<file path="config.mk">
export PLATFORM = sky130hd
export DESIGN_NAME = battery_gauge_led_sequencer
export DESIGN_NICKNAME = d
export VERILOG_FILES = /design/src/hdl/bgls_pkg.sv /design/src/hdl/battery_gauge_led_sequencer.sv
export SDC_FILE = /design/constraint.sdc
export NUM_CORES = 1
export LEC_CHECK = 0
export ABC_AREA = 0
export BUFFER_PORTS_ARGS = -buffer_cell sky130_fd_sc_hd__clkbuf_2
export CELL_PAD_IN_SITES_DETAIL_PLACEMENT = 0
export CELL_PAD_IN_SITES_GLOBAL_PLACEMENT = 2
export CORE_AREA = 2 2 120 122
export CTS_CLUSTER_DIAMETER = 100
export DETAILED_ROUTE_END_ITERATION = 7
export DIE_AREA = 0 0 122 124
export PLACE_DENSITY_LB_ADDON = 0.1
export SYNTH_ARGS = -nofsm -noshare
export SYNTH_HDL_FRONTEND = slang
export SYNTH_SLANG_ARGS = --single-unit
</file>
<file path="constraint.sdc">
create_clock -name clk -period 4 [get_ports clk]
set_clock_uncertainty 0.2 [all_clocks]
set_input_delay 1 -clock clk [delete_from_list [all_inputs] [get_ports clk]]
set_output_delay 1 -clock clk [all_outputs]
set_load 0.01 [all_outputs]
</file>
<file path="src/hdl/bgls_pkg.sv">
// shared constants and helpers for the battery gauge led sequencer
`timescale 1ns / 1ps
`default_nettype none
package bgls_pkg;

  localparam int PctW  = 7;
  localparam int LedW  = 5;
  localparam int LvlW  = 3;
  localparam int TickW = 13;
  localparam int NumThr = 5;

  localparam logic [TickW-1:0] TickMax  = 13'd8191;
  localparam logic [TickW-1:0] TickS0   = 13'd1;
  localparam logic [TickW-1:0] TickS1   = 13'd150;
  localparam logic [TickW-1:0] TickS2   = 13'd300;
  localparam logic [TickW-1:0] TickS3   = 13'd450;
  localparam logic [TickW-1:0] TickS4   = 13'd600;
  localparam logic [TickW-1:0] TickOff0 = 13'd750;
  localparam logic [TickW-1:0] TickShow = 13'd1000;
  localparam logic [TickW-1:0] TickOff1 = 13'd2000;
  localparam logic [TickW-1:0] TickWrap = 13'd5000;

  // register indexes
  localparam logic [2:0] RegThr1 = 3'd0;
  localparam logic [2:0] RegThr2 = 3'd1;
  localparam logic [2:0] RegThr3 = 3'd2;
  localparam logic [2:0] RegThr4 = 3'd3;
  localparam logic [2:0] RegThr5 = 3'd4;

  localparam logic [PctW-1:0] Thr1Rst = 7'd10;
  localparam logic [PctW-1:0] Thr2Rst = 7'd30;
  localparam logic [PctW-1:0] Thr3Rst = 7'd50;
  localparam logic [PctW-1:0] Thr4Rst = 7'd70;
  localparam logic [PctW-1:0] Thr5Rst = 7'd90;

  typedef logic [PctW-1:0] pct_t;
  typedef logic [LedW-1:0] led_t;
  typedef logic [LvlW-1:0] lvl_t;
  typedef logic [TickW-1:0] tick_t;

  // n lit leds as a thermometer code, clipped at five
  function automatic led_t thermo(input lvl_t n);
    led_t r;
    unique case (n)
      3'd0: r = 5'b00000;
      3'd1: r = 5'b00001;
      3'd2: r = 5'b00011;
      3'd3: r = 5'b00111;
      3'd4: r = 5'b01111;
      default: r = 5'b11111;
    endcase
    return r;
  endfunction

endpackage
`default_nettype wire

</file>
<file path="src/hdl/battery_gauge_led_sequencer.sv">
// Five-LED battery charge bar: one transaction per millisecond tick.
//
// Input channel (in_valid / in_stall) carries the charge percent and the
// discharging, charging and heating flags of one tick. Output channel
// (out_valid / out_stall) returns the LED thermometer code and the bar
// level for that tick, one result per input transaction.
// The five level thresholds sit on an APB-style port at byte addresses
// 0x00..0x10 and may be read back; write them only while the block is idle.
//
// The output register loads a tick's result at the edge that accepts it.
// Throughput is one tick per cycle unless a result waits on out_stall; the
// level compare, tick counter and LED update are combinational.
// A new tick is taken while the previous result is being taken, so
// in_stall only rises when a result is waiting and out_stall is high.
//
// Reset (rst_n low, synchronous) clears the tick counter, turns all LEDs
// off, empties the output register and loads the default thresholds
// 10, 30, 50, 70 and 90 percent.
`timescale 1ns / 1ps
`default_nettype none
module battery_gauge_led_sequencer (
  input  wire logic       clk,
  input  wire logic       rst_n,
  // input channel
  input  wire logic       in_valid,
  output logic            in_stall,
  input  wire logic [6:0] in_charge_percent,
  input  wire logic       in_discharging,
  input  wire logic       in_charging,
  input  wire logic       in_heating,
  // result channel
  output logic            out_valid,
  input  wire logic       out_stall,
  output logic [4:0]      out_leds_lit,
  output logic [2:0]      out_charge_level,
  // configuration
  input  wire logic        psel,
  input  wire logic        penable,
  input  wire logic        pwrite,
  input  wire logic [4:0]  paddr,
  input  wire logic [31:0] pwdata,
  output logic [31:0]      prdata,
  output logic             pready
);

  bgls_pkg::pct_t  thr_r [bgls_pkg::NumThr];
  bgls_pkg::tick_t tick_cnt_r, tick_cnt_nxt, tick_inc;
  bgls_pkg::led_t  led_r, led_nxt, sweep_led;
  bgls_pkg::lvl_t  lvl_r, lvl_nxt;
  logic            out_valid_r, out_valid_nxt;
  logic            in_fire;
  logic            cfg_wr;
  logic [2:0]      cfg_idx;
  logic            mode_dsg, mode_chg, mode_idle;

  assign pready  = 1'b1;
  assign cfg_idx = paddr[4:2];
  assign cfg_wr  = psel && penable && pwrite;

  always_ff @(posedge clk) begin
    if (!rst_n) begin
      thr_r[0] <= bgls_pkg::Thr1Rst;
      thr_r[1] <= bgls_pkg::Thr2Rst;
      thr_r[2] <= bgls_pkg::Thr3Rst;
      thr_r[3] <= bgls_pkg::Thr4Rst;
      thr_r[4] <= bgls_pkg::Thr5Rst;
    end else if (cfg_wr) begin
      unique case (cfg_idx)
        bgls_pkg::RegThr1: thr_r[0] <= pwdata[6:0];
        bgls_pkg::RegThr2: thr_r[1] <= pwdata[6:0];
        bgls_pkg::RegThr3: thr_r[2] <= pwdata[6:0];
        bgls_pkg::RegThr4: thr_r[3] <= pwdata[6:0];
        bgls_pkg::RegThr5: thr_r[4] <= pwdata[6:0];
        default: ;
      endcase
    end
  end

  always_comb begin
    unique case (cfg_idx)
      bgls_pkg::RegThr1: prdata = {25'd0, thr_r[0]};
      bgls_pkg::RegThr2: prdata = {25'd0, thr_r[1]};
      bgls_pkg::RegThr3: prdata = {25'd0, thr_r[2]};
      bgls_pkg::RegThr4: prdata = {25'd0, thr_r[3]};
      bgls_pkg::RegThr5: prdata = {25'd0, thr_r[4]};
      default:           prdata = 32'd0;
    endcase
  end

  // output register frees up when empty or being taken
  assign in_stall  = out_valid_r && out_stall;
  assign in_fire   = in_valid && !in_stall;
  assign out_valid = out_valid_r;
  assign out_leds_lit     = led_r;
  assign out_charge_level = lvl_r;

  assign mode_dsg  = in_discharging && !in_charging && !in_heating;
  assign mode_chg  = !in_discharging && in_charging && !in_heating;
  assign mode_idle = !in_discharging && !in_charging && !in_heating;

  // first threshold not reached, in order
  always_comb begin
    priority if (in_charge_percent < thr_r[0]) lvl_nxt = 3'd0;
    else if (in_charge_percent < thr_r[1])     lvl_nxt = 3'd1;
    else if (in_charge_percent < thr_r[2])     lvl_nxt = 3'd2;
    else if (in_charge_percent < thr_r[3])     lvl_nxt = 3'd3;
    else if (in_charge_percent < thr_r[4])     lvl_nxt = 3'd4;
    else                                       lvl_nxt = 3'd5;
  end

  assign tick_inc = (tick_cnt_r == bgls_pkg::TickMax) ? tick_cnt_r
                                                      : tick_cnt_r + 13'd1;

  // sweep step leds: falling 5..1, rising 1..5
  always_comb begin
    sweep_led = led_r;
    unique case (tick_inc)
      bgls_pkg::TickS0: sweep_led = bgls_pkg::thermo(mode_dsg ? 3'd5 : 3'd1);
      bgls_pkg::TickS1: sweep_led = bgls_pkg::thermo(mode_dsg ? 3'd4 : 3'd2);
      bgls_pkg::TickS2: sweep_led = bgls_pkg::thermo(3'd3);
      bgls_pkg::TickS3: sweep_led = bgls_pkg::thermo(mode_dsg ? 3'd2 : 3'd4);
      bgls_pkg::TickS4: sweep_led = bgls_pkg::thermo(mode_dsg ? 3'd1 : 3'd5);
      bgls_pkg::TickOff0, bgls_pkg::TickOff1: sweep_led = '0;
      bgls_pkg::TickShow: sweep_led = bgls_pkg::thermo(lvl_nxt);
      default: sweep_led = led_r;
    endcase
  end

  always_comb begin
    tick_cnt_nxt  = tick_cnt_r;
    led_nxt       = led_r;
    out_valid_nxt = out_valid_r && out_stall;
    if (in_fire) begin
      out_valid_nxt = 1'b1;
      tick_cnt_nxt  = tick_inc;
      if (mode_dsg || mode_chg) begin
        led_nxt = sweep_led;
        if (tick_inc == bgls_pkg::TickWrap) tick_cnt_nxt = '0;
      end else if (mode_idle) begin
        led_nxt      = bgls_pkg::thermo(lvl_nxt);
        tick_cnt_nxt = '0;
      end
    end
  end

  always_ff @(posedge clk) begin
    if (!rst_n) begin
      tick_cnt_r  <= '0;
      led_r       <= '0;
      lvl_r       <= '0;
      out_valid_r <= 1'b0;
    end else begin
      tick_cnt_r  <= tick_cnt_nxt;
      led_r       <= led_nxt;
      out_valid_r <= out_valid_nxt;
      if (in_fire) lvl_r <= lvl_nxt;
    end
  end

  // checks
  a_level_range: assert property (@(posedge clk) disable iff (!rst_n)
    out_valid |-> (out_charge_level <= 3'd5))
    else $error("charge level out of range");

  a_thermo_code: assert property (@(posedge clk) disable iff (!rst_n)
    ((out_leds_lit & (out_leds_lit + 5'd1)) == 5'd0))
    else $error("led pattern is not a thermometer code");

  a_idle_clears: assert property (@(posedge clk) disable iff (!rst_n)
    (in_fire && mode_idle) |=> (tick_cnt_r == '0))
    else $error("idle tick did not clear the counter");

  a_stall_only_full: assert property (@(posedge clk) disable iff (!rst_n)
    in_stall |-> out_valid_r)
    else $error("input stalled while output register empty");

endmodule
`default_nettype wire

</file>
# After elaboration in Yosys (flattened, before gate mapping)
# Memory sizes are Yosys's and may differ from the RTL's.
# Index checks and enable logic that the tools add are counted.
# Widths: inputs -> output; s select.
classes:
  n_eq_ne: 35
  reduce_logical: 24
  bitwise_logic: 5
  order_cmp: 5
  mux: 49
  n_addsub: 1
ops:
  columns: ["op", "count"]
  rows:
  - ["$pmux 5 s5", 5]
  - ["$mux 13", 4]
  - ["$eq 13x10->1 const B", 3]
  - ["$eq 3x2->1 const B", 12]
  - ["$lt 7x7->1", 5]
  - ["$mux 7", 5]
  - ["$pmux 5 s7", 1]
  - ["$pmux 7 s5", 1]
  - ["$eq 13x13->1 const B", 2]
  - ["$eq 13x9->1 const B", 2]
  - ["$mux 3", 8]
  - ["$mux 1", 23]
  - ["$eq 3x1->1 const B", 6]
  - ["$eq 3x3->1 const B", 6]
  - ["$logic_not 3->1", 6]
  - ["$add 13x1->13 const B", 1]
  - ["$eq 13x1->1 const B", 1]
  - ["$eq 13x11->1 const B", 1]
  - ["$eq 13x8->1 const B", 1]
  - ["$logic_and 1x1->1", 10]
  - ["$mux 5", 2]
  - ["$ne 8x1->1 const B", 1]
  - ["$or 1x1->1", 5]
  - ["$logic_not 1->1", 4]
  - ["other kinds (4)", 4]
totals:
  word_cells: 124
  ramBits: 35
  regBits: 22
  memories: 1
memory_table:
  columns: ["memory", "depth", "width", "read_ports", "rd_ports_with_merged_regs", "wr", "line", "text"]
  rows:
  - ["thr_r", 5, 7, 5, 0, 5, "battery_gauge_led_sequencer.sv:46", "bgls_pkg::pct_t thr_r [bgls_pkg::NumThr];"]

# Logic depth before layout (Yosys ltp)
# Gate-level depths: netlist of run 1.
# An unclocked memory read counts as a cell.
logic_depth:
  ltp_word: 11
  depth_mapped: 12

# Worst setup path after synthesis of run 1
# OpenSTA, ideal clock, no wires.
synth_timing:
  path_type: "input to output"
  startpoint: "input paddr[3]"
  endpoint: "output prdata[0]"
  t_required_ns: 2.800
  path_stages: 4
  setup_slack_ns: 0.654
  n_path_buf: 2
  arrival_time_ns: 2.146
  cell_sequence: "clkbuf_1 -> buf_1 -> mux2i_1 -> o22ai_1"
synth_via:
  elab_chain_cells: 2
  elab_cells_between_ends: 6
  classes_between: "eq/ne: 4; mux: 1; reduce/logical: 1"
synth_rtl:
  columns: ["item", "line", "text"]
  rows:
  - ["start, declared", "battery_gauge_led_sequencer.sv:40", "input wire logic [4:0] paddr,"]
  - ["$eq 3x3->1, or another cell as far along", "battery_gauge_led_sequencer.sv:80", "unique case (cfg_idx)"]
  - ["$pmux 7 s5 (*)", "battery_gauge_led_sequencer.sv:80", null]
  - ["end, declared", "battery_gauge_led_sequencer.sv:42", "output logic [31:0] prdata,"]
# Every way passes the cells marked *; elsewhere a longest branch is shown, timed or not.

# Final worst setup path of run 1
layout_timing:
  startpoint: "register tick_cnt_r[1]"
  endpoint: "register led_r[1], in the netlist out_leds_lit[1]"
layout_via:
  elab_chain_cells: 6
  elab_cells_between_ends: 16
  classes_between: "add/sub: 1; eq/ne: 10; mux: 3; reduce/logical: 2"
layout_rtl:
  columns: ["item", "line", "text"]
  rows:
  - ["start, declared", "battery_gauge_led_sequencer.sv:47", "bgls_pkg::tick_t tick_cnt_r, tick_cnt_nxt, tick_inc;"]
  - ["start signal, assigned", "battery_gauge_led_sequencer.sv:153", "tick_cnt_r <= tick_cnt_nxt;"]
  - ["$add 13x1->13 / $eq 13x13->1 (equally long branches)", "battery_gauge_led_sequencer.sv:112, battery_gauge_led_sequencer.sv:111", null]
  - ["$mux 13 (*)", "battery_gauge_led_sequencer.sv:111", "assign tick_inc = (tick_cnt_r == bgls_pkg::TickMax) ? tick_cnt_r"]
  - ["$eq 13x10->1 / $eq 13x11->1 (equally long branches)", "battery_gauge_led_sequencer.sv:117", "unique case (tick_inc)"]
  - ["$reduce_or 2->1", "battery_gauge_led_sequencer.sv:117", null]
  - ["$ne 8x1->1 (no line) / $pmux 5 s7 (equally long branches)", null, null]
  - ["$reduce_and 3->1 (no line) / $mux 5 (equally long branches)", null, null]
  - ["end signal, assigned", "battery_gauge_led_sequencer.sv:154", "led_r <= led_nxt;"]
  - ["end, declared", "battery_gauge_led_sequencer.sv:48", "bgls_pkg::led_t led_r, led_nxt, sweep_led;"]
# Marked as above.
# A chain may end at the register's enable or synchronous reset.

==> results by group, run 1 <==
CTS
  • TritonCTS clock tree: done
  • H-tree levels: 3
  • Setup repair bufs after CTS: 0
  • Clk sinks: 57
  • Worst-skew pair later-pin latency: 0.33 ns
  • Bufs on Longest Clock Path: 2
  • Inserted Clock Buffers: 9
  • Post-CTS resize count: 0
  • Reg clk slew, reported paths: 0.06 ns
  • Root Driver: clkbuf_16
  • # hold bufs at CTS: 0

Global route
  • Vias in the first global route: 3,897
  • First-pass GRT wire length: 20,600 um
  • Grt ovf: 0
  • All-layer global routing usage: 18.2%
  • Antenna violations before repair: 0
  • Largest net degree at the start of global routing: 22

Worst setup path
  • Slowest CP cell: nor4_2
  • CP peak stage delay: 0.55 ns
  • Most frequent CP cell: nor4_2
  • Max FO, Critical Path: 9
  • Critical-path cell list: ha_1, nand3_2, nor4_2, a21o_1, nand4_1, nor4_2, a2111oi_2, a311o_1, o21ai_1, a311oi_1
  • Critical Path Start Type: flip-flop
  • Crit path capture type: flip-flop
  • Data arrival, critical path: 3.77 ns
  • Crit path kind: flip-flop to flip-flop
  • WP data required: 4.00 ns

Final layout
  • Area Overhead vs Synth: 15.5%
  • Share of cells above drive strength 1: 17.2%
  • Final Net Count: 646
  • Fill cells: 1,442
  • Register Area: 1490 sq um
  • Multi-input combinational cell area: 2640 sq um
  • Antenna diodes: 0
  • Non-filler cells, final: 744

Yosys
  • Post-synth EDFFs: 35
  • Synth Warn #: 0
  • Mapped Avg Cell Area: 8.80 sq um
  • Asr flop ratio synth: 0%
  • Synth top area share: 23.3%
  • Synthesized instance count: 513
  • Post-synth top area cell: edfxtp_1
  • Post-Synthesis Cell Area: 4520 sq um
  • Top FF cell, synth: edfxtp_1
  • Netlist cell types: 71
  • Seq/Total Area, Yosys: 33.0%
  • Yosys reg bits: 57
  • Top post-synthesis cells by area: edfxtp_1 23%, dfxtp_1 9.8%, ha_1 9.1%

Floorplanning
  • Initial core utilization: 32.9%
  • DIE WIDTH: 122 um
  • Total die area: 15,100 sq um
  • Num ports: 97
  • Core area: 13,700 sq um
  • # rows: 43
  • Die height: 124 um

STA
  • Maximum clock frequency: 0.265 GHz
  • Tcrit/Tclk final: 94.2%
  • Final hold viol count: 0
  • Worst-margin pin slew: 0.574 ns
  • Max-slew headroom: 61.4%
  • Fin Setup TNS: 0 ns
  • Slew Limit Fails: 0
  • Setup-failing EPs final: 0
  • RSZ-0062 raised after global routing: no
  • Final WS setup: 0.231 ns
  • Worst hold slack: 0.266 ns
  • Post-layout minimum cycle time: 3.77 ns

Place
  • Placed instance count: 728
  • Port Buf Inserts: 43
  • DP HPWL: 10,200 um
  • Pre-CTS setup slack: 0.310 ns
  • GP Congestion: 0.880

Route
  • Drt total wl: 12,900 um
  • Avg WL per Cell: 17.3 um
  • DR vias: 3,874
  • Post-DRT Antenna Nets: 0
  • Detailed Routing Iterations Pass 1: 5
  • Drt via density: 5.21
  • Detailed Route Iter0 Violations: 195
  • Post-route DRC: 0

Status
  • Outcome: finished clean

Pwr
  • Cell leakage power: 2.18 nW
  • PwrDens: 350 nW/um^2
  • Worst ir drop on vdd: 0.176 mV
  • Final Power: 1.83 mW

Worst hold path
  • Worst Hold Class: flip-flop to flip-flop

Job
  • Max-Cap Viols: 0
==> kinds of logic (layout without fill, tap and decap cells) <==
kind of cell             count (synthesis)  count (layout)  synth area share, %
multiplexers                            15              15                 3.60
other                                    2              26                0.166
AND/OR/NAND/NOR                        179             179                 23.0
XOR/XNOR                                 2               2                0.388
flip-flops                              57              57                 33.0
AO/OA/AOI/OAI                          131             131                 19.9
buffers and inverters                   93             120                 10.6
adder cells (fa/ha/maj)                 34              34                 9.37
==> where the power goes <==
group | leakage [nW] | internal [mW] | switching, mW
clock network | 0.162 | 0.607 | 0.285
logic | 1.50 | 0.105 | 0.158
registers | 0.521 | 0.655 | 0.0177
==> cell usage in the layout (no fill, tap or decap), drive strengths merged, types with 4 or more instances in the layout <==
master  Yosys  layout
and3        6       6
a211oi     11      11
ha         33      33
nor2       28      28
nor3       14      14
a21o       19      19
or4         4       4
nand2b     17      17
and4        4       4
o22ai      10      10
nand4      10      10
nand3      18      18
o21ai      13      13
a21oi      26      26
a311oi      4       4
and2        8       8
or3         8       8
conb        2      26
clkbuf     12      52
nor2b       5       5
or2         4       4
nor4        8       8
nor4b       5       5
nand2      35      35
dfxtp      22      22
buf        40      20
o31ai       9       9
a31oi      10      10
inv        40      40
edfxtp     35      35
mux2i      14      14
o21a        7       7
==> worst paths after layout <==
check,start,slack [ns],end,depth (start not counted)
max,tick_cnt_r[1]$_SDFFE_PN0P_,0.23,out_leds_lit[1]$_SDFFE_PN0P_,10
min,out_charge_level[0]$_SDFFE_PN0P_,0.27,out_charge_level[0]$_SDFFE_PN0P_,2
max reg2reg,tick_cnt_r[1]$_SDFFE_PN0P_,0.23,out_leds_lit[1]$_SDFFE_PN0P_,10
min reg2reg,out_charge_level[0]$_SDFFE_PN0P_,0.27,out_charge_level[0]$_SDFFE_PN0P_,2
==> metal layers <==
metal	up-vias	wire (um)	GRT usage [%]
met1	1795	5280	20.8
met3	27	459	2.88
met4	0	510	9.77
met5	-	0	0
li1	1949	-	-
met2	103	6650	32.7
==> synth_stat cells, types with 2 or more instances <==
| cell | count |
|---|---|
| o31a_1 | 3 |
| a311oi_1 | 4 |
| nor4_1 | 4 |
| nand2_1 | 34 |
| or4_1 | 3 |
| nor4_2 | 3 |
| buf_4 | 29 |
| nor3_1 | 12 |
| edfxtp_1 | 35 |
| and3_1 | 6 |
| or3_1 | 8 |
| nor4b_1 | 4 |
| o31ai_1 | 9 |
| nand3_1 | 17 |
| o21a_1 | 7 |
| inv_1 | 40 |
| dfxtp_1 | 22 |
| clkbuf_1 | 12 |
| a31oi_1 | 10 |
| o21ai_1 | 3 |
| a211oi_1 | 11 |
| a21oi_1 | 26 |
| nand4_1 | 9 |
| or2_2 | 3 |
| a32oi_1 | 2 |
| mux2i_1 | 14 |
| and2_1 | 8 |
| nand2b_1 | 17 |
| and4_1 | 4 |
| ha_1 | 33 |
| buf_2 | 9 |
| nor2_1 | 28 |
| o22ai_1 | 10 |
| nor2b_1 | 5 |
| xnor2_1 | 2 |
| conb_1 | 2 |
| nor3_2 | 2 |
| o21ai_0 | 10 |
| o2111ai_1 | 3 |
| a21o_1 | 19 |
==> worst max-delay path: cells and delay by family, from the launching register on <==
family / cells / cell delay (ns)
adders and majority gates: 1 / 0.34
DFF: 1 / 0.43
and+or+nand+nor: 4 / 1.54
AOI/OAI and AO/OA: 5 / 1.10
==> per-stage QoR <==
step	util (%)	instance area (sq um)
2_1_floorplan	-	4610
3_3_place_gp	35.5	4870
3_5_place_dp	35.5	4870
4_1_cts	38.0	5220
5_1_grt	38.0	5220
6_report	38.0	5220
==> registers in the layout, summed over array words and instances, names as in the netlist <==
register / flops
out_charge_level: 3
out_leds_lit: 5
out_valid: 1
thr_r: 35
tick_cnt_r: 13
==> area by class of cell <==
class / instances / share of cell area (%)
Multi-Input combinational cell: 387 / 50.6
Inverter: 41 / 2.95
Clock buffer: 9 / 4.32
Tap cell: 180 / 4.32
Sequential cell: 57 / 28.6
Clock inverter: 7 / 2.28
Timing Repair Buffer: 63 / 7.00
Note: power is estimated with default switching activity, not from simulation.
==> run 2, diff against run 1 <==
--- a/config.mk
+++ b/config.mk
@@ -9,10 +9,11 @@
 export BUFFER_PORTS_ARGS = -buffer_cell sky130_fd_sc_hd__clkbuf_2
 export CELL_PAD_IN_SITES_DETAIL_PLACEMENT = 0
 export CELL_PAD_IN_SITES_GLOBAL_PLACEMENT = 2
-export CORE_AREA = 2 2 120 122
+export CORE_AREA = 2 2 115 117
 export CTS_CLUSTER_DIAMETER = 100
 export DETAILED_ROUTE_END_ITERATION = 7
-export DIE_AREA = 0 0 122 124
+export DIE_AREA = 0 0 117 119
+export MAX_ROUTING_LAYER = met4
 export PLACE_DENSITY_LB_ADDON = 0.1
 export SYNTH_ARGS = -nofsm -noshare
 export SYNTH_HDL_FRONTEND = slang
==> constraint.sdc (replaced) <==
create_clock -name clk -period 4.6 [get_ports clk]
set_clock_uncertainty 0.2 [all_clocks]
set_input_delay 1.15 -clock clk [delete_from_list [all_inputs] [get_ports clk]]
set_output_delay 1.15 -clock clk [all_outputs]
set_load 0.01 [all_outputs]
==> results by group, run 2 (synthesis results as in run 1) <==
CTS
  • # hold bufs at CTS: 0 (unchanged)
  • Setup repair bufs after CTS: 0 (unchanged)
  • Post-CTS resize count: 0 (unchanged)
  • Worst-skew pair later-pin latency: 0.33 ns (about the same)
  • H-tree levels: 3 (unchanged)
  • Bufs on Longest Clock Path: 2 (unchanged)
  • Reg clk slew, reported paths: 0.05 ns (was 0.06 ns)
  • Clk sinks: 57 (unchanged)
  • Root Driver: clkbuf_16 (unchanged)
  • Inserted Clock Buffers: 9 (unchanged)
  • TritonCTS clock tree: done (unchanged)

Pwr
  • Sequential Power Share: 40.8% (was 36.8%)
  • Internal Power: 1.06 mW (was 1.37 mW)
  • Sw power: 0.373 mW (was 0.461 mW)
  • Clk pwr share: 43.7% (was 48.8%)
  • Cell leakage power: 2.08 nW (was 2.18 nW)
  • Switch share: 25.9% (was 25.2%)
  • Worst ir drop on vdd: 0.185 mV (was 0.176 mV)
  • PwrDens: 285 nW/um^2 (was 350 nW/um^2)
  • Part of the power in combinational logic: 15.4% (was 14.4%)

Global route
  • First-pass GRT wire length: 19,400 um (was 20,600 um)
  • Busiest grt layer: met2 (unchanged)
  • GR Util met2: 31.4% (was 32.7%)
  • All-layer global routing usage: 18.9% (was 18.2%)
  • Antenna violations before repair: 0 (unchanged)
  • Vias in the first global route: 3,755 (was 3,897)
  • M3 GR Usage: 3.92% (was 2.88%)
  • Grt ovf: 0 (unchanged)
  • GR Util met1: 22.0% (was 20.8%)
  • Largest net degree at the start of global routing: 22 (unchanged)

Final layout
  • Share of cells above drive strength 1: 14.6% (was 17.2%)
  • Final instance area: 5040 sq um (was 5220 sq um)
  • Non-filler cells, final: 724 (was 744)
  • Area Overhead vs Synth: 11.6% (was 15.5%)
  • Final Net Count: 632 (was 646)
  • Antenna diodes: 0 (unchanged)
  • Max reg flops: 35 (unchanged)
  • Commonest non-fill, non-tap cells in the layout: 43 x clkbuf_2, 40 x inv_1, 35 x edfxtp_1, 34 x nand2_1, 33 x ha_1 (unchanged)
  • Most common cell after layout, fill and taps aside: clkbuf_2 (unchanged)
  • Biggest register: thr_r (unchanged)

Status
  • Outcome: finished clean (unchanged)

Worst hold path
  • Worst Hold Class: flip-flop to flip-flop (unchanged)
  • HP Start: out_charge_level[0]$_SDFFE_PN0P_ (unchanged)
  • Worst Hold Endpoint: out_charge_level[0]$_SDFFE_PN0P_ (unchanged)
  • Hold depth: 2 (unchanged)

Worst setup path
  • Critical Path Start Type: flip-flop (unchanged)
  • Data arrival, critical path: 3.87 ns (was 3.77 ns)
  • Crit path capture type: flip-flop (unchanged)
  • Reg-to-Reg End: out_leds_lit[1]$_SDFFE_PN0P_ (unchanged)
  • Max FO, Critical Path: 12 (was 9)
  • WP data required: 4.59 ns (was 4.00 ns)
  • FF-to-FF path depth: 10 (unchanged)
  • Reg2reg setup slack: 0.72 ns (was 0.23 ns)
  • Reg2reg start: tick_cnt_r[0]$_SDFFE_PN0P_ (was tick_cnt_r[1]$_SDFFE_PN0P_)
  • Crit path kind: flip-flop to flip-flop (unchanged)

STA
  • Tcrit/Tclk final: 84.4% (was 94.2%)
  • Slew Limit Fails: 0 (unchanged)
  • Worst hold slack: 0.260 ns (was 0.266 ns)
  • Post-layout minimum cycle time: 3.88 ns (was 3.77 ns)
  • RSZ-0062 raised after global routing: no (unchanged)
  • Fin Setup TNS: 0 ns (unchanged)
  • Worst-margin pin slew: 0.662 ns (was 0.574 ns)
  • Final hold viol count: 0 (unchanged)
  • Maximum clock frequency: 0.258 GHz (was 0.265 GHz)
  • Setup-failing EPs final: 0 (unchanged)
  • Max-slew headroom: 55.7% (was 61.4%)

Job
  • Max-Cap Viols: 0 (unchanged)

Route
  • Avg WL per Cell: 16.7 um (was 17.3 um)
  • Drt total wl: 12,100 um (was 12,900 um)
  • DR vias: 3,758 (was 3,874)
  • Drt via density: 5.19 (was 5.21)
  • Post-DRT Antenna Nets: 0 (unchanged)
  • Detailed Routing Iterations Pass 1: 4 (was 5)
  • Detailed Route Iter0 Violations: 150 (was 195)
  • Post-route DRC: 0 (unchanged)

Floorplanning
  • Die height: 119 um (was 124 um)
  • Initial core utilization: 35.1% (was 32.9%)
  • Num ports: 97 (unchanged)
  • DIE WIDTH: 117 um (was 122 um)
  • # rows: 42 (was 43)
  • Core area: 12,900 sq um (was 13,700 sq um)
  • Total die area: 13,900 sq um (was 15,100 sq um)

Place
  • Placed instance count: 710 (was 728)
  • GP Congestion: 0.829 (was 0.880)
  • Area after DPL: 4760 sq um (was 4870 sq um)
  • Port Buf Inserts: 43 (unchanged)
  • DP HPWL: 9500 um (was 10,200 um)
run 2: worst max-delay path, stage by stage, from the launching register on:
cell and delay (ns):
dfxtp_1 0.49, ha_1 0.34, nand3_2 0.31, nor3_2 0.55, or3_1 0.20, nand4_1 0.31, nor4_2 0.52, a2111oi_2 0.10
a311o_1 0.42, o21ai_1 0.17, a311oi_1 0.12
run 2: stage by stage:
stage | power (mW) | util (%) | worst slack (ns)
after floorplan | 0.755 | - | 0.954
after global placement | 0.819 | 37.0 | 0.756
after detailed placement | 0.821 | 37.0 | 0.772
after CTS | 1.46 | 39.1 | 0.756
after global routing | 1.51 | 39.1 | 0.401
final | 1.44 | 39.1 | 0.718
run 2: final cells by class:
cell class / instances / area, sq um
clock buffer: 9 / 225
clock inverter: 5 / 48.8
fill: 1294 / 7840
inverter: 41 / 154
multi-input combinational: 387 / 2640
sequential: 57 / 1490
tap: 176 / 220
timing repair buffer: 49 / 260
run 2: worst max-delay path by stage:
stage	startpoint	to	slack, ns	cells past startpoint
finish	tick_cnt_r[0]$_SDFFE_PN0P_	out_leds_lit[1]$_SDFFE_PN0P_	0.72	10
global route	tick_cnt_r[0]$_SDFFE_PN0P_	out_leds_lit[4]$_SDFFE_PN0P_	0.40	10
CTS	tick_cnt_r[0]$_SDFFE_PN0P_	out_leds_lit[4]$_SDFFE_PN0P_	0.76	10
detailed placement	tick_cnt_r[0]$_SDFFE_PN0P_	out_leds_lit[4]$_SDFFE_PN0P_	0.77	10
global placement	tick_cnt_r[0]$_SDFFE_PN0P_	out_leds_lit[4]$_SDFFE_PN0P_	0.76	10
floorplan	paddr[3]	prdata[0]	0.95	4
run 2: power groups by stage:
stage | sequential (mW) | combinational [mW] | clock, mW
5_1_grt | 0.590 | 0.253 | 0.667
4_1_cts | 0.587 | 0.226 | 0.643
3_3_place_gp | 0.597 | 0.222 | 0
3_5_place_dp | 0.596 | 0.224 | 0
2_1_floorplan | 0.593 | 0.161 | 0
6_report | 0.587 | 0.222 | 0.628
run 2: per-layer routing:
metal  vias up  wire, um
li1       1908         -
met1      1753      5290
met2        81      6180
met3        16       421
met4         0       201
met5         -         0
==> run 3, diff against run 2 <==
--- a/config.mk
+++ b/config.mk
@@ -9,10 +9,10 @@
 export BUFFER_PORTS_ARGS = -buffer_cell sky130_fd_sc_hd__clkbuf_2
 export CELL_PAD_IN_SITES_DETAIL_PLACEMENT = 0
 export CELL_PAD_IN_SITES_GLOBAL_PLACEMENT = 2
-export CORE_AREA = 2 2 115 117
+export CORE_AREA = 2 2 120 122
 export CTS_CLUSTER_DIAMETER = 100
 export DETAILED_ROUTE_END_ITERATION = 7
-export DIE_AREA = 0 0 117 119
+export DIE_AREA = 0 0 122 124
 export MAX_ROUTING_LAYER = met4
 export PLACE_DENSITY_LB_ADDON = 0.1
 export SYNTH_ARGS = -nofsm -noshare
==> constraint.sdc (replaced) <==
create_clock -name clk -period 3.7 [get_ports clk]
set_clock_uncertainty 0.2 [all_clocks]
set_input_delay 0.925 -clock clk [delete_from_list [all_inputs] [get_ports clk]]
set_output_delay 0.925 -clock clk [all_outputs]
set_load 0.01 [all_outputs]
==> results by group, run 3 (synthesis results as in run 1) <==
Worst setup path
  • CP peak stage delay: 0.51 ns (was 0.55 ns)
  • WP data required: 3.70 ns (was 4.59 ns)
  • CP Depth: 9 (was 10)
  • Data arrival, critical path: 3.54 ns (was 3.87 ns)
  • WP buf/inv: 0 (unchanged)
  • Crit path capture type: flip-flop (unchanged)
  • CP delay by family, top: simple AND/OR/NAND/NOR gates (unchanged)
  • Reg2reg start: tick_cnt_r[3]$_SDFFE_PN0P_ (was tick_cnt_r[0]$_SDFFE_PN0P_)
  • Max FO, Critical Path: 9 (was 12)
  • Launch point of the critical path: tick_cnt_r[3]$_SDFFE_PN0P_ (was tick_cnt_r[0]$_SDFFE_PN0P_)
  • Critical Path Start Type: flip-flop (unchanged)
  • Slowest CP cell: dfxtp_1 (was nor3_2)
  • Crit path kind: flip-flop to flip-flop (unchanged)
  • Critical-path cell list: and4_1, nand2_2, or4_4, a211o_1, nor4b_4, a2111oi_2, a311o_1, o21ai_1, a311oi_1 (was ha_1, nand3_2, nor3_2, or3_1, nand4_1, nor4_2, a2111oi_2, a311o_1, o21ai_1, a311oi_1)
  • FF-to-FF path depth: 9 (was 10)

Place
  • Port Buf Inserts: 43 (unchanged)
  • Area after DPL: 4950 sq um (was 4760 sq um)
  • DP HPWL: 10,400 um (was 9500 um)
  • GP Congestion: 0.871 (was 0.829)

Route
  • Drt total wl: 13,000 um (was 12,100 um)
  • Detailed Route Iter0 Violations: 159 (was 150)
  • Drt via density: 5.11 (was 5.19)
  • Detailed Routing Iterations Pass 1: 5 (was 4)
  • Post-route DRC: 0 (unchanged)
  • Avg WL per Cell: 17.2 um (was 16.7 um)
  • DR vias: 3,851 (was 3,758)
  • Post-DRT Antenna Nets: 0 (unchanged)

STA
  • Setup-failing EPs final: 0 (unchanged)
  • Maximum clock frequency: 0.283 GHz (was 0.258 GHz)
  • RSZ-0062 raised after global routing: no (unchanged)
  • Tcrit/Tclk final: 95.7% (was 84.4%)
  • Final hold viol count: 0 (unchanged)
  • Fin Setup TNS: 0 ns (unchanged)
  • Slew Limit Fails: 0 (unchanged)
  • Worst-margin pin slew: 0.558 ns (was 0.662 ns)
  • Worst hold slack: 0.266 ns (was 0.260 ns)
  • Post-layout minimum cycle time: 3.54 ns (was 3.88 ns)
  • Max-slew headroom: 62.5% (was 55.7%)

Global route
  • Antenna violations before repair: 0 (unchanged)
  • Largest net degree at the start of global routing: 22 (unchanged)
  • Grt ovf: 0 (unchanged)
  • Vias in the first global route: 3,845 (was 3,755)
  • First-pass GRT wire length: 20,200 um (was 19,400 um)
  • All-layer global routing usage: 18.4% (was 18.9%)

CTS
  • # hold bufs at CTS: 0 (unchanged)
  • Root Driver: clkbuf_16 (unchanged)
  • Setup repair bufs after CTS: 0 (unchanged)
  • Clk sinks: 57 (unchanged)
  • Inserted Clock Buffers: 9 (unchanged)
  • H-tree levels: 3 (unchanged)
  • TritonCTS clock tree: done (unchanged)
  • Bufs on Longest Clock Path: 2 (unchanged)
  • Reg clk slew, reported paths: 0.06 ns (was 0.05 ns)
  • Worst-skew pair later-pin latency: 0.33 ns (about the same)

Pwr
  • Part of the power in combinational logic: 15.7% (was 15.4%)
  • Switch share: 26.6% (was 25.9%)
  • Internal Power: 1.34 mW (was 1.06 mW)
  • Sw power: 0.485 mW (was 0.373 mW)
  • Cell leakage power: 2.20 nW (was 2.08 nW)
  • Sequential Power Share: 39.9% (was 40.8%)
  • Clk pwr share: 44.4% (was 43.7%)
  • Final Power: 1.82 mW (was 1.44 mW)
  • PwrDens: 347 nW/um^2 (was 285 nW/um^2)
  • Worst ir drop on vdd: 0.299 mV (was 0.185 mV)

Final layout
  • Final Net Count: 655 (was 632)
  • Max reg flops: 35 (unchanged)
  • Most common cell after layout, fill and taps aside: clkbuf_2 (unchanged)
  • Fill cells: 1,437 (was 1,294)
  • Biggest register: thr_r (unchanged)
  • Share of cells above drive strength 1: 18.3% (was 14.6%)
  • Final core utilization: 38.3% (was 39.1%)
  • Final instance area: 5250 sq um (was 5040 sq um)
  • Commonest non-fill, non-tap cells in the layout: 43 x clkbuf_2, 40 x inv_1, 35 x edfxtp_1, 34 x nand2_1, 33 x ha_1 (unchanged)
  • Area Overhead vs Synth: 16.3% (was 11.6%)
  • Register Area: 1490 sq um (unchanged)
  • Multi-input combinational cell area: 2650 sq um (was 2640 sq um)
  • Antenna diodes: 0 (unchanged)

Worst hold path
  • Worst Hold Class: flip-flop to flip-flop (unchanged)
  • HP Start: out_charge_level[0]$_SDFFE_PN0P_ (unchanged)
  • Hold depth: 2 (unchanged)

Floorplanning
  • Die height: 124 um (was 119 um)
  • Core area: 13,700 sq um (was 12,900 sq um)
  • Num ports: 97 (unchanged)
  • DIE WIDTH: 122 um (was 117 um)
  • # rows: 43 (was 42)
  • Total die area: 15,100 sq um (was 13,900 sq um)
  • Initial core utilization: 32.9% (was 35.1%)

Job
  • Max-Cap Viols: 0 (unchanged)

Status
  • Outcome: finished clean (unchanged)
[run 3: cell count changes in the layout (fill, tap and decap cells not counted)]
cell / before / now
clkbuf_1: 0 / 1
o31ai_1: 9 / 8
nand3_2: 1 / 0
buf_12: 0 / 1
nand3_4: 0 / 1
clkinvlp_4: 0 / 2
o31ai_2: 0 / 1
clkinv_2: 3 / 2
buf_4: 6 / 28
[run 3: final timing paths]
kind	endpoint	slack, ns
worst max-delay path	out_leds_lit[1]$_SDFFE_PN0P_	0.16
worst min-delay path	out_charge_level[0]$_SDFFE_PN0P_	0.27
worst max register to register	out_leds_lit[1]$_SDFFE_PN0P_	0.16
worst min register to register	out_charge_level[0]$_SDFFE_PN0P_	0.27
[run 3: worst reg2reg max path, stage by stage (launching register included)]
cell,delay [ns]
dfxtp_1,0.51
and4_1,0.50
nand2_2,0.16
or4_4,0.47
a211o_1,0.38
nor4b_4,0.34
a2111oi_2,0.14
a311o_1,0.42
o21ai_1,0.18
a311oi_1,0.13
[run 3: per-layer routing]
metal  vias up  part of all wire, %  GRT usage [%]
met5         -                    0              -
met4         0                  2.0           6.82
met3        17                  3.5           3.21
met2        94                   52           32.9
met1      1778                   43           20.6
li1       1962                    -              -
[run 3: cell type report]
class | instances | area share (%)
multi-input combinational | 387 | 50.4
sequential | 57 | 28.4
timing repair buffer | 72 | 8.48
clock buffer | 10 | 4.36
tap | 180 | 4.29
inverter | 41 | 2.93
clock inverter | 6 | 1.12
[run 3: power groups by stage]
| stage | Sequential, mW | Clock, mW | Combinational [mW] |
|---|---|---|---|
| 3_5_place_dp | 0.740 | 0 | 0.291 |
| 4_1_cts | 0.727 | 0.837 | 0.293 |
| 3_3_place_gp | 0.740 | 0 | 0.287 |
| 2_1_floorplan | 0.738 | 0 | 0.201 |
| 5_1_grt | 0.730 | 0.860 | 0.328 |
| 6_report | 0.727 | 0.810 | 0.286 |
[run 3: through the flow]
stage,setup WS [ns],instances
global placement,0.192,737
global route,0.00510,753
finish,0.160,753
detailed placement,0.169,737
CTS,0.162,753
floorplan,0.501,537
[run 3: repair_timing]
| action | CTS | global route |
|---|---|---|
| endpoints found under the setup margin | 0 | 3 |
| endpoints found under the hold margin | 0 | 0 |
| gates resized for setup | 0 | 2 |
